--- src/hdl/assert_macros.svh ---
// Assertion macros shared by the RTL
`ifndef ASSERT_MACROS_SVH
`define ASSERT_MACROS_SVH

// same-cycle implication
`define ASSERT_IMPLIES(label, clk, rst_n, ante, cons) \
	label: assert property (@(posedge clk) disable iff (!rst_n) (ante) |-> (cons)) \
		else $error("assertion failed");

// next-cycle implication
`define ASSERT_NEXT(label, clk, rst_n, ante, cons) \
	label: assert property (@(posedge clk) disable iff (!rst_n) (ante) |=> (cons)) \
		else $error("assertion failed");

`endif

--- src/hdl/alids_pkg.sv ---
// Types and codes for the array list block
package alids_pkg;

	localparam int DATA_W = 32;
	localparam int POS_W  = 4;

	// request kinds
	localparam logic [2:0] KIND_CREATE  = 3'd0;
	localparam logic [2:0] KIND_DISPLAY = 3'd1;
	localparam logic [2:0] KIND_INSERT  = 3'd2;
	localparam logic [2:0] KIND_DELETE  = 3'd3;
	localparam logic [2:0] KIND_SEARCH  = 3'd4;

	// result status
	localparam logic [1:0] STAT_OK          = 2'd0;
	localparam logic [1:0] STAT_NOT_CREATED = 2'd1;
	localparam logic [1:0] STAT_BAD_POS     = 2'd2;
	localparam logic [1:0] STAT_NOT_FOUND   = 2'd3;

	// cell operations
	localparam logic [1:0] OP_HOLD   = 2'd0;
	localparam logic [1:0] OP_CREATE = 2'd1;
	localparam logic [1:0] OP_INSERT = 2'd2;
	localparam logic [1:0] OP_DELETE = 2'd3;

	typedef struct packed {
		logic [1:0]       op;
		logic [POS_W-1:0] pos0;   // 0-based target slot
	} cell_ctrl_t;

endpackage

--- src/hdl/alids_cell.sv ---
// One slot of the list: holds a word, shifts with its neighbors, compares
module alids_cell import alids_pkg::*; #(
	parameter int INDEX = 0
) (
	input  logic                     clk,
	input  cell_ctrl_t               ctrl,
	input  logic signed [DATA_W-1:0] value,
	input  logic signed [DATA_W-1:0] prev_data,
	input  logic signed [DATA_W-1:0] next_data,
	output logic signed [DATA_W-1:0] data,
	output logic                     hit
);

	localparam logic [POS_W-1:0] MY_POS = POS_W'(INDEX);

	logic signed [DATA_W-1:0] data_q;
	logic signed [DATA_W-1:0] data_d;

	always_comb begin
		data_d = data_q;
		case (ctrl.op)
			OP_CREATE: data_d = DATA_W'(INDEX + 1);
			OP_INSERT: begin
				if (MY_POS > ctrl.pos0)
					data_d = prev_data;
				else if (MY_POS == ctrl.pos0)
					data_d = value;
			end
			OP_DELETE: begin
				if (MY_POS >= ctrl.pos0)
					data_d = next_data;
			end
			default: data_d = data_q;
		endcase
	end

	always_ff @(posedge clk) begin
		data_q <= data_d;
	end

	assign data = data_q;
	assign hit  = (data_q == value);

endmodule

--- src/hdl/array_list_insert_delete_search.sv ---
// Top level of the fixed-capacity array list
//
//  channel | handshake            | payload
//  --------+----------------------+------------------------------------------
//  request | req_valid/req_stall  | kind, position, value
//  result  | rsp_valid/rsp_stall  | status, found_position, element, last
//
// A request is captured while idle and executed once the result register is free,
// so create, insert, delete and search each give one result; display gives one
// result per cycle out of the slot read mux while the result is not stalled.
// The slot shifts happen in the same cycle across the row of cells.
// Reset clears the count and the created flag; slot contents stay undefined.
// A stalled result holds execution of the next request but not its capture.
`include "assert_macros.svh"

module array_list_insert_delete_search import alids_pkg::*; #(
	parameter int CAPACITY = 8
) (
	input  logic                     clk,
	input  logic                     arst_n,
	input  logic                     req_valid,
	output logic                     req_stall,
	input  logic [2:0]               kind,
	input  logic [POS_W-1:0]         position,
	input  logic signed [DATA_W-1:0] value,
	output logic                     rsp_valid,
	input  logic                     rsp_stall,
	output logic [1:0]               status,
	output logic [POS_W-1:0]         found_position,
	output logic signed [DATA_W-1:0] element,
	output logic                     last
);

	localparam int IW = $clog2(CAPACITY);
	localparam int CW = $clog2(CAPACITY + 1);
	localparam logic [4:0] CAP5 = 5'(CAPACITY);

	// sequencer states
	localparam logic [1:0] S_IDLE = 2'd0;
	localparam logic [1:0] S_EXEC = 2'd1;
	localparam logic [1:0] S_DISP = 2'd2;

	logic [1:0]    state_q;
	logic [CW-1:0] count_q;
	logic          created_q;
	logic [IW-1:0] idx_q;
	logic          valid_q;

	// captured request
	logic [2:0]               kind_q;
	logic [POS_W-1:0]         pos_q;
	logic signed [DATA_W-1:0] value_q;

	// result register
	logic [1:0]               status_q;
	logic [POS_W-1:0]         found_q;
	logic signed [DATA_W-1:0] element_q;
	logic                     last_q;

	// cell row
	logic signed [DATA_W-1:0] cell_data [CAPACITY];
	logic [CAPACITY-1:0]      cell_hit;
	cell_ctrl_t               ctrl;

	logic out_free;
	assign out_free = !valid_q || !rsp_stall;

	genvar g;
	generate
		for (g = 0; g < CAPACITY; g++) begin : g_cell
			logic signed [DATA_W-1:0] prev_d;
			logic signed [DATA_W-1:0] next_d;
			if (g == 0) begin : g_first
				assign prev_d = '0;
			end else begin : g_mid
				assign prev_d = cell_data[g-1];
			end
			if (g == CAPACITY - 1) begin : g_end
				assign next_d = '0;
			end else begin : g_nxt
				assign next_d = cell_data[g+1];
			end
			alids_cell #(.INDEX(g)) u_cell (
				.clk       (clk),
				.ctrl      (ctrl),
				.value     (value_q),
				.prev_data (prev_d),
				.next_data (next_d),
				.data      (cell_data[g]),
				.hit       (cell_hit[g])
			);
		end
	endgenerate

	// first live slot that matches
	logic          hit_any;
	logic [IW-1:0] hit_idx;
	always_comb begin
		hit_any = 1'b0;
		hit_idx = '0;
		for (int i = CAPACITY - 1; i >= 0; i--) begin
			if (cell_hit[i] && (5'(i) < 5'(count_q))) begin
				hit_any = 1'b1;
				hit_idx = IW'(i);
			end
		end
	end

	// execute-stage decode
	logic [4:0]    pos5, cnt5, ins_lim;
	logic          exec_emit, exec_disp, exec_created;
	logic [1:0]    exec_status, exec_op;
	logic [POS_W-1:0] exec_found;
	logic [CW-1:0] exec_cnt;

	assign pos5    = 5'(pos_q);
	assign cnt5    = 5'(count_q);
	assign ins_lim = (cnt5 + 5'd1 > CAP5) ? CAP5 : cnt5 + 5'd1;

	always_comb begin
		exec_emit    = 1'b0;
		exec_disp    = 1'b0;
		exec_status  = STAT_OK;
		exec_found   = '0;
		exec_op      = OP_HOLD;
		exec_cnt     = count_q;
		exec_created = created_q;
		if (kind_q == KIND_CREATE) begin
			exec_emit    = 1'b1;
			exec_op      = OP_CREATE;
			exec_cnt     = CW'(CAPACITY);
			exec_created = 1'b1;
		end else if (kind_q <= KIND_SEARCH) begin
			exec_emit = 1'b1;
			if (!created_q) begin
				exec_status = STAT_NOT_CREATED;
			end else begin
				case (kind_q)
					KIND_DISPLAY: begin
						if (count_q != '0) begin
							exec_emit = 1'b0;
							exec_disp = 1'b1;
						end
					end
					KIND_INSERT: begin
						if (pos5 == 5'd0 || pos5 > ins_lim) begin
							exec_status = STAT_BAD_POS;
						end else begin
							exec_op = OP_INSERT;
							if (cnt5 < CAP5)
								exec_cnt = count_q + CW'(1);
						end
					end
					KIND_DELETE: begin
						if (pos5 == 5'd0 || pos5 > cnt5) begin
							exec_status = STAT_BAD_POS;
						end else begin
							exec_op  = OP_DELETE;
							exec_cnt = count_q - CW'(1);
						end
					end
					KIND_SEARCH: begin
						if (hit_any)
							exec_found = POS_W'(hit_idx) + POS_W'(1);
						else
							exec_status = STAT_NOT_FOUND;
					end
					default: exec_emit = 1'b0;
				endcase
			end
		end
	end

	assign ctrl.op   = (state_q == S_EXEC && out_free) ? exec_op : OP_HOLD;
	assign ctrl.pos0 = pos_q - POS_W'(1);

	logic disp_last;
	assign disp_last = (CW'(idx_q) + CW'(1)) == count_q;

	// result valid: held while stalled, set when a new result is loaded
	logic valid_d;
	always_comb begin
		valid_d = valid_q && rsp_stall;
		if (state_q == S_EXEC && out_free && exec_emit)
			valid_d = 1'b1;
		else if (state_q == S_DISP && out_free)
			valid_d = 1'b1;
	end

	// control
	always_ff @(posedge clk or negedge arst_n) begin
		if (!arst_n) begin
			state_q   <= S_IDLE;
			count_q   <= '0;
			created_q <= 1'b0;
			idx_q     <= '0;
			valid_q   <= 1'b0;
		end else begin
			valid_q <= valid_d;
			case (state_q)
				S_IDLE: begin
					if (req_valid)
						state_q <= S_EXEC;
				end
				S_EXEC: begin
					if (out_free) begin
						count_q   <= exec_cnt;
						created_q <= exec_created;
						idx_q     <= '0;
						state_q   <= exec_disp ? S_DISP : S_IDLE;
					end
				end
				S_DISP: begin
					if (out_free) begin
						if (disp_last)
							state_q <= S_IDLE;
						else
							idx_q <= idx_q + IW'(1);
					end
				end
				default: state_q <= S_IDLE;
			endcase
		end
	end

	// request and result payload
	always_ff @(posedge clk) begin
		if (state_q == S_IDLE && req_valid) begin
			kind_q  <= kind;
			pos_q   <= position;
			value_q <= value;
		end
		if (state_q == S_EXEC && out_free && exec_emit) begin
			status_q  <= exec_status;
			found_q   <= exec_found;
			element_q <= '0;
			last_q    <= 1'b1;
		end else if (state_q == S_DISP && out_free) begin
			status_q  <= STAT_OK;
			found_q   <= POS_W'(idx_q) + POS_W'(1);
			element_q <= cell_data[idx_q];
			last_q    <= disp_last;
		end
	end

	assign req_stall      = (state_q != S_IDLE);
	assign rsp_valid      = valid_q;
	assign status         = status_q;
	assign found_position = found_q;
	assign element        = element_q;
	assign last           = last_q;

	// checks
	`ASSERT_IMPLIES(a_count_cap, clk, arst_n, 1'b1, 5'(count_q) <= CAP5)
	`ASSERT_IMPLIES(a_mid_disp, clk, arst_n, rsp_valid && !last, state_q == S_DISP)
	`ASSERT_IMPLIES(a_not_created, clk, arst_n,
		rsp_valid && status == STAT_NOT_CREATED, !created_q)
	`ASSERT_IMPLIES(a_found_live, clk, arst_n,
		rsp_valid && status == STAT_OK, 5'(found_position) <= 5'(count_q))
	`ASSERT_NEXT(a_exec_after_take, clk, arst_n,
		state_q == S_IDLE && req_valid, state_q == S_EXEC)

endmodule
--- config.mk ---
export PLATFORM = sky130hd
export DESIGN_NAME = array_list_insert_delete_search
export DESIGN_NICKNAME = d
export VERILOG_FILES = /design/src/hdl/alids_pkg.sv /design/src/hdl/alids_cell.sv /design/src/hdl/array_list_insert_delete_search.sv
export VERILOG_INCLUDE_DIRS = /design/src /design/src/hdl
export SDC_FILE = /design/constraint.sdc
export NUM_CORES = 1
export LEC_CHECK = 0
export ABC_CLOCK_PERIOD_IN_PS = 9610
export BUFFER_PORTS_ARGS = -buffer_cell sky130_fd_sc_hd__clkbuf_2
export CAP_MARGIN = 20
export CORE_MARGIN = 10
export CORE_UTILIZATION = 55
export DETAILED_ROUTE_END_ITERATION = 7
export PLACE_DENSITY = 0.74
export RECOVER_POWER = 25
export SYNTH_ARGS = -nofsm -noshare
export SYNTH_HDL_FRONTEND = slang
export SYNTH_SLANG_ARGS = --single-unit
--- constraint.sdc ---
create_clock -name clk -period 9.61 [get_ports clk]
set_input_delay 1.922 -clock clk [delete_from_list [all_inputs] [get_ports clk]]
set_output_delay 1.922 -clock clk [all_outputs]
set_load 0.005 [all_outputs]
# Word level (Yosys, flattened, before mapping)
# Index checks and enable logic that the tools add are counted.
[totals]
input_bits = 43
reg_bits = 345
output_inout_bits = 41
wordCells = 254
[classes]
n_eq_ne = 49
n_reduce_logical = 43
mux = 104
bitwise = 1
magnitude_cmp = 30
n_addsub = 7
[ops]
columns = ["operator", "n"]
rows = [
  ["32-bit two-way mux", 26],
  ["32-bit one-hot mux with 3 select lines", 8],
  ["32-bit equality test", 8],
  ["32-bit binary-select mux with 3-bit select", 1],
  ["4-bit two-way mux", 13],
  ["2-bit two-way mux", 19],
  ["3-bit two-way mux", 11],
  ["3-bit AND reduction", 9],
  ["3-bit by 1-bit != test with 1-bit output, second input constant", 8],
  ["1-bit two-way mux", 19],
  ["3-bit by 4-bit equality test with 1-bit output, first input constant", 4],
  ["3-bit by 4-bit greater-or-equal comparator with 1-bit output, first input constant", 4],
  ["3-bit by 4-bit greater-than comparator with 1-bit output, first input constant", 4],
  ["3-bit by 4-bit < comparator with 1-bit output, first input constant", 4],
  ["2-bit by 1-bit != test with 1-bit output, second input constant", 8],
  ["1-bit logical AND", 13],
  ["2-bit one-hot mux with 3 select lines", 2],
  ["2-bit != test, second input constant", 5],
  ["2-bit nonzero test", 5],
  ["3-bit != test, second input constant", 3],
  ["3-bit by 1-bit adder with 4-bit output, second input constant", 2],
  ["2-bit by 4-bit equality test with 1-bit output, first input constant", 2],
  ["1-bit by 4-bit greater-or-equal comparator with 1-bit output, first input constant", 2],
  ["2-bit by 4-bit greater-or-equal comparator with 1-bit output, first input constant", 2],
  ["38 further kinds", 52],
]

# Longest topological paths before layout
[depth]
ltp_word = 17
mapped_depth = 15
ltp_nobuf = 13

# Hierarchy
# A second synthesis with hierarchy kept.
[unflattened]
cells_unflattened = 1995
area_unflattened_um2 = 22482.8
[by_module_without_submodules]
columns = ["module", "seq_area_each_um2", "n_inst", "area_each_um2", "cells_per_inst"]
rows = [
  ["array_list_insert_delete_search", 2287.2, 1, 5731.7, 430],
  ["alids_cell at g_cell[4].u_cell", 960.9, 1, 2258.4, 219],
  ["alids_cell at g_cell[3].u_cell", 960.9, 1, 2255.9, 218],
  ["alids_cell at g_cell[5].u_cell", 960.9, 1, 2104.5, 190],
  ["alids_cell at g_cell[6].u_cell", 960.9, 1, 2083.2, 191],
  ["alids_cell at g_cell[7].u_cell", 960.9, 1, 2065.7, 187],
  ["alids_cell at g_cell[1].u_cell", 960.9, 1, 2062.0, 187],
  ["alids_cell at g_cell[2].u_cell", 960.9, 1, 2037.0, 225],
  ["alids_cell at g_cell[0].u_cell", 960.9, 1, 1884.3, 148],
]

# Worst setup path after synthesis
# OpenSTA, ideal clock, no wires.
[synth_timing]
kind = "in2reg"
start = "input port rsp_stall"
end = "register g_cell[0].u_cell.data_q[0], enable pin"
arrival_ps = 5456
path_stages = 8
path_slack_ps = 3684
path_buffers = 1
required_ps = 9140
path_cell_list = "nand2_1 > and3b_1 > clkbuf_1 > nand3_1 > nor4_4 > and2_1 > inv_1 > a21boi_0"
[synth_between]
elab_chain_cells = 7
word_cells_on_any_way = 11
classes_between = "eq/ne (5); mux (1); reduce/logical (5)"
[synth_lines]
columns = ["element", "line_no", "rtl"]
rows = [
  ["start: declaration", "array_list_insert_delete_search.sv:27", "input logic rsp_stall,"],
  ["1-bit zero test (*)", "array_list_insert_delete_search.sv:66", "assign out_free = !valid_q || !rsp_stall;"],
  ["1-bit logical OR (*)", "array_list_insert_delete_search.sv:66", ""],
  ["1-bit logical AND (*)", "array_list_insert_delete_search.sv:174", "assign ctrl.op = (state_q == S_EXEC && out_free) ? exec_op : OP_HOLD;"],
  ["2-bit two-way mux (*)", "array_list_insert_delete_search.sv:174", ""],
  ["2-bit equality test / 2-bit by 1-bit equality test with 1-bit output (equally long branches)", "alids_cell.sv:21", "case (ctrl.op)"],
  ["3-bit by 1-bit != test with 1-bit output (no source line), or another cell as far along", "-", ""],
  ["3-bit AND reduction (no source line) (*)", "-", ""],
  ["end signal: assignment", "alids_cell.sv:38", "data_q <= data_d;"],
  ["end: declaration", "alids_cell.sv:16", "logic signed [DATA_W-1:0] data_q;"],
]
# Every way passes the cells marked *; elsewhere a longest branch is shown, timed or not.
# A chain may end at the register's enable or synchronous reset.

# Worst setup path after layout
[layout_timing]
start = "register idx_q[0]"
end = "register element_q[29] (netlist: element[29])"
[layout_between]
elab_chain_cells = 4
[layout_lines]
columns = ["element", "line_no", "rtl"]
rows = [
  ["start: declaration", "array_list_insert_delete_search.sv:46", "logic [IW-1:0] idx_q;"],
  ["start signal: assignment", "array_list_insert_delete_search.sv:218", "idx_q <= idx_q + IW'(1);"],
  ["3-bit NOT with 4-bit output (implied by the code)", "array_list_insert_delete_search.sv:241", "element_q <= cell_data[idx_q];"],
  ["32-bit binary-select mux with 3-bit select", "array_list_insert_delete_search.sv:241", ""],
  ["32-bit two-way mux (implied by the code) (2 in series)", "array_list_insert_delete_search.sv:241", ""],
  ["end signal: assignment", "array_list_insert_delete_search.sv:241", ""],
  ["end: declaration", "array_list_insert_delete_search.sv:57", "logic signed [DATA_W-1:0] element_q;"],
]
# Every way passes these cells. The select of a mux whose other input is x is not followed.

==> flow_summary.json <==
{
  "run_status": "finished, violations left",
  "violations": "capacitance limit, slew limit",
  "gr-usage-all-layers": 0.3138,
  "synth_fa_ha_area_frac": 0.009170,
  "preCtsSetupSlack_ns": 3.841,
  "drc": 0,
  "ys_seq_area_frac": 0.4569,
  "diodes": 0,
  "synth_edf_count": 301,
  "ctsResizeCount": 0,
  "cts_root_buf": "clkbuf_16",
  "grt_pass1_vias": 16110,
  "place_inst": 2459,
  "leakage_nw": 8.099,
  "synth.mux.area_fraction": 0.1717,
  "ant_nets": 0,
  "layout_commonest_cell": "edfxtp_1",
  "port_buffers": 83,
  "drv_cap": 5,
  "yosysWarnings": 0,
  "dp_hpwl_um": 52240,
  "hold_viol": 0,
  "layout-drive-gt1-share": 0.1106,
  "start_util": 0.5610,
  "insertion_delay_ns": 0.58,
  "cts_tree": "built",
  "cts_buffer_depth": 3,
  "slew_headroom": -1.140,
  "crit_fanout": 37,
  "cp-start-kind": "register",
  "synth-simple-area-share": 0.1191,
  "worstMarginPinSlew_ns": 3.210,
  "clk_pin_slew_ns": 0.06,
  "grt-ovfl-total": 0,
  "most-common-layout-cells": "edfxtp_1, nand2_1, mux2i_1",
  "layout_min_cycle_time_ns": 5.817,
  "fmax_ghz": 0.1719,
  "synthToLayoutAreaGrowth_pct": 8.201,
  "syn_nets": 2078,
  "min_path_type": "reg -> reg",
  "vdd_drop_max_mv": 0.1463,
  "die_area_sq_um": 48060,
  "dr.pass1.iters": 6,
  "detail_route.iter0.violations": 2875,
  "synth_top_family_by_area": "multiplexers",
  "avgSynthCellArea_sq_um": 10.81,
  "period_share": 0.6053,
  "grt_setup_unrepaired": "false",
  "crit_arrival_ns": 6.22,
  "vias_per_cell": 6.777,
  "htreeDepth": 2,
  "grt_pass1_wl_um": 111700,
  "ios": 84,
  "synth_top_flop_cell": "edfxtp_1",
  "ys_ff_latch": 345,
  "gp_congestion": 1.035,
  "power_density_nw_per_um2": 224.2,
  "holdBufCountCts": 0,
  "setup_violations": 0,
  "synthXorXnorAreaFrac": 0.1075,
  "setup_tns_ns": 0,
  "required_ns": 10.01,
  "dr_total_vias": 17170,
  "synth_cells": 2019,
  "antenna_found_initial": 0,
  "synth_compound_area_frac": 0.09450,
  "die_h_um": 219.2,
  "core_sq_um": 38920,
  "finalWirelength_um": 76460,
  "worst-setup-path-type": "reg -> reg",
  "routedWlPerCell_um": 30.17,
  "grt_max_degree": 214,
  "synthArstFlopShare": 0.03188,
  "num_rows": 72,
  "synth.distinct_cells": 66,
  "cts_buffers": 41,
  "dieWidth_um": 219.2,
  "cts_setup_buffers": 0,
  "clock_skew_ns": 0.02950,
  "stdcell_count": 2534,
  "cp-end-kind": "register",
  "slew_violations": 183,
  "total_power_mw": 5.296,
  "setup_ws_ns": 3.793,
  "clock-sinks": 345,
  "nets": 2044,
  "syn_area_sq_um": 21830
}
-- cell families (layout without fill, tap and decap cells) --
family          Yosys count  count (layout)
fa+ha+maj                16              16
compound gates          354             354
buf+inv                 199             196
simple gates            543             543
mux                     294             294
xor+xnor                268             268
flops                   345             345
-- critical path, cell delays in order (launching register included) --
cell,delay [ns]
dfrtp_1,1.69
clkbuf_1,2.34
mux4_2,0.75
mux2i_1,0.59
a211oi_1,0.17
-- synthesized netlist by cell type, types with 4 or more instances --
master | instances | area (sq um)
dfxtp_1 | 33 | 660.6
edfxtp_1 | 301 | 9039
nor2_1 | 66 | 247.7
o22ai_1 | 7 | 43.79
mux2_2 | 4 | 45.04
mux4_2 | 64 | 1441
nand4b_1 | 7 | 61.31
o21a_1 | 6 | 45.04
inv_1 | 15 | 56.30
xnor2_1 | 112 | 980.9
ha_1 | 16 | 200.2
nand2_1 | 279 | 1047
buf_4 | 7 | 52.55
a22o_1 | 31 | 271.5
nand3_1 | 22 | 110.1
nand2b_1 | 9 | 56.30
a21oi_1 | 57 | 285.3
buf_2 | 57 | 285.3
nor3_1 | 17 | 85.08
nand4_1 | 42 | 262.8
buf_1 | 27 | 101.4
clkbuf_1 | 86 | 322.8
buf_6 | 7 | 78.83
mux2i_1 | 226 | 2262
or4_1 | 13 | 97.59
a211oi_1 | 33 | 247.7
dfrtp_1 | 11 | 275.3
o21ai_0 | 197 | 986.0
xor2_1 | 156 | 1366
nor4_1 | 52 | 325.3
-- per-layer routing --
metal  up-vias  GRT usage  wire length [um]
met2      1195     0.4825             34750
met4         0     0.1191              3107
li1       7367          -                 -
met1      8445     0.4359             29940
met5         -          0                 0
met3       166    0.05543              8668
-- sequential cells by signal, summed over array words and instances (netlist names) --
| register | count |
|---|---|
| pos_q | 4 |
| g_cell.u_cell.data | 256 |
| created_q | 1 |
| count_q | 4 |
| rsp_valid | 1 |
| last | 1 |
| state_q | 2 |
| status | 2 |
| element | 32 |
| value_q | 32 |
| idx_q | 3 |
| kind_q | 3 |
| found_position | 4 |
-- metrics by stage --
stage | util | instance area (sq um) | hold slack [ns]
after floorplan | - | 21830 | 0.4282
after global placement | 0.5749 | 22370 | 0.4659
after detailed placement | 0.5754 | 22390 | 0.4627
after CTS | 0.6083 | 23680 | 0.4752
after global routing | 0.6070 | 23620 | 0.4957
final | 0.6070 | 23620 | 0.4718
-- layout make-up --
| cell class | instances | area (sq um) |
|---|---|---|
| Fill cell | 3226 | 15290 |
| Multi-Input combinational cell | 1475 | 11090 |
| Sequential cell | 345 | 9976 |
| Clock buffer | 58 | 1192 |
| Tap cell | 518 | 648.1 |
| Timing Repair Buffer | 107 | 568.0 |
| Clock inverter | 16 | 88.84 |
| Inverter | 15 | 56.30 |
-- where the power goes --
part	internal (mW)	switching [mW]	total [mW]	leakage (nW)
clock network	0.864	0.646	1.51	0.632
logic	0.613	1.02	1.63	4.25
registers	1.85	0.307	2.15	3.22
-- final timing paths --
path	slack [ns]	startpoint	to	cells after the start
setup / recovery	3.79	idx_q[0]	element[29]	4
hold / removal	0.47	state_q[1]	state_q[0]	1
setup reg to reg	3.79	idx_q[0]	element[29]	4
hold reg to reg	0.47	state_q[1]	state_q[0]	1
max in group asynchronous	7.79	arst_n	idx_q[2]	1
min in group asynchronous	1.35	arst_n	state_q[1]	1
Note: power is estimated with default switching activity, not from simulation.
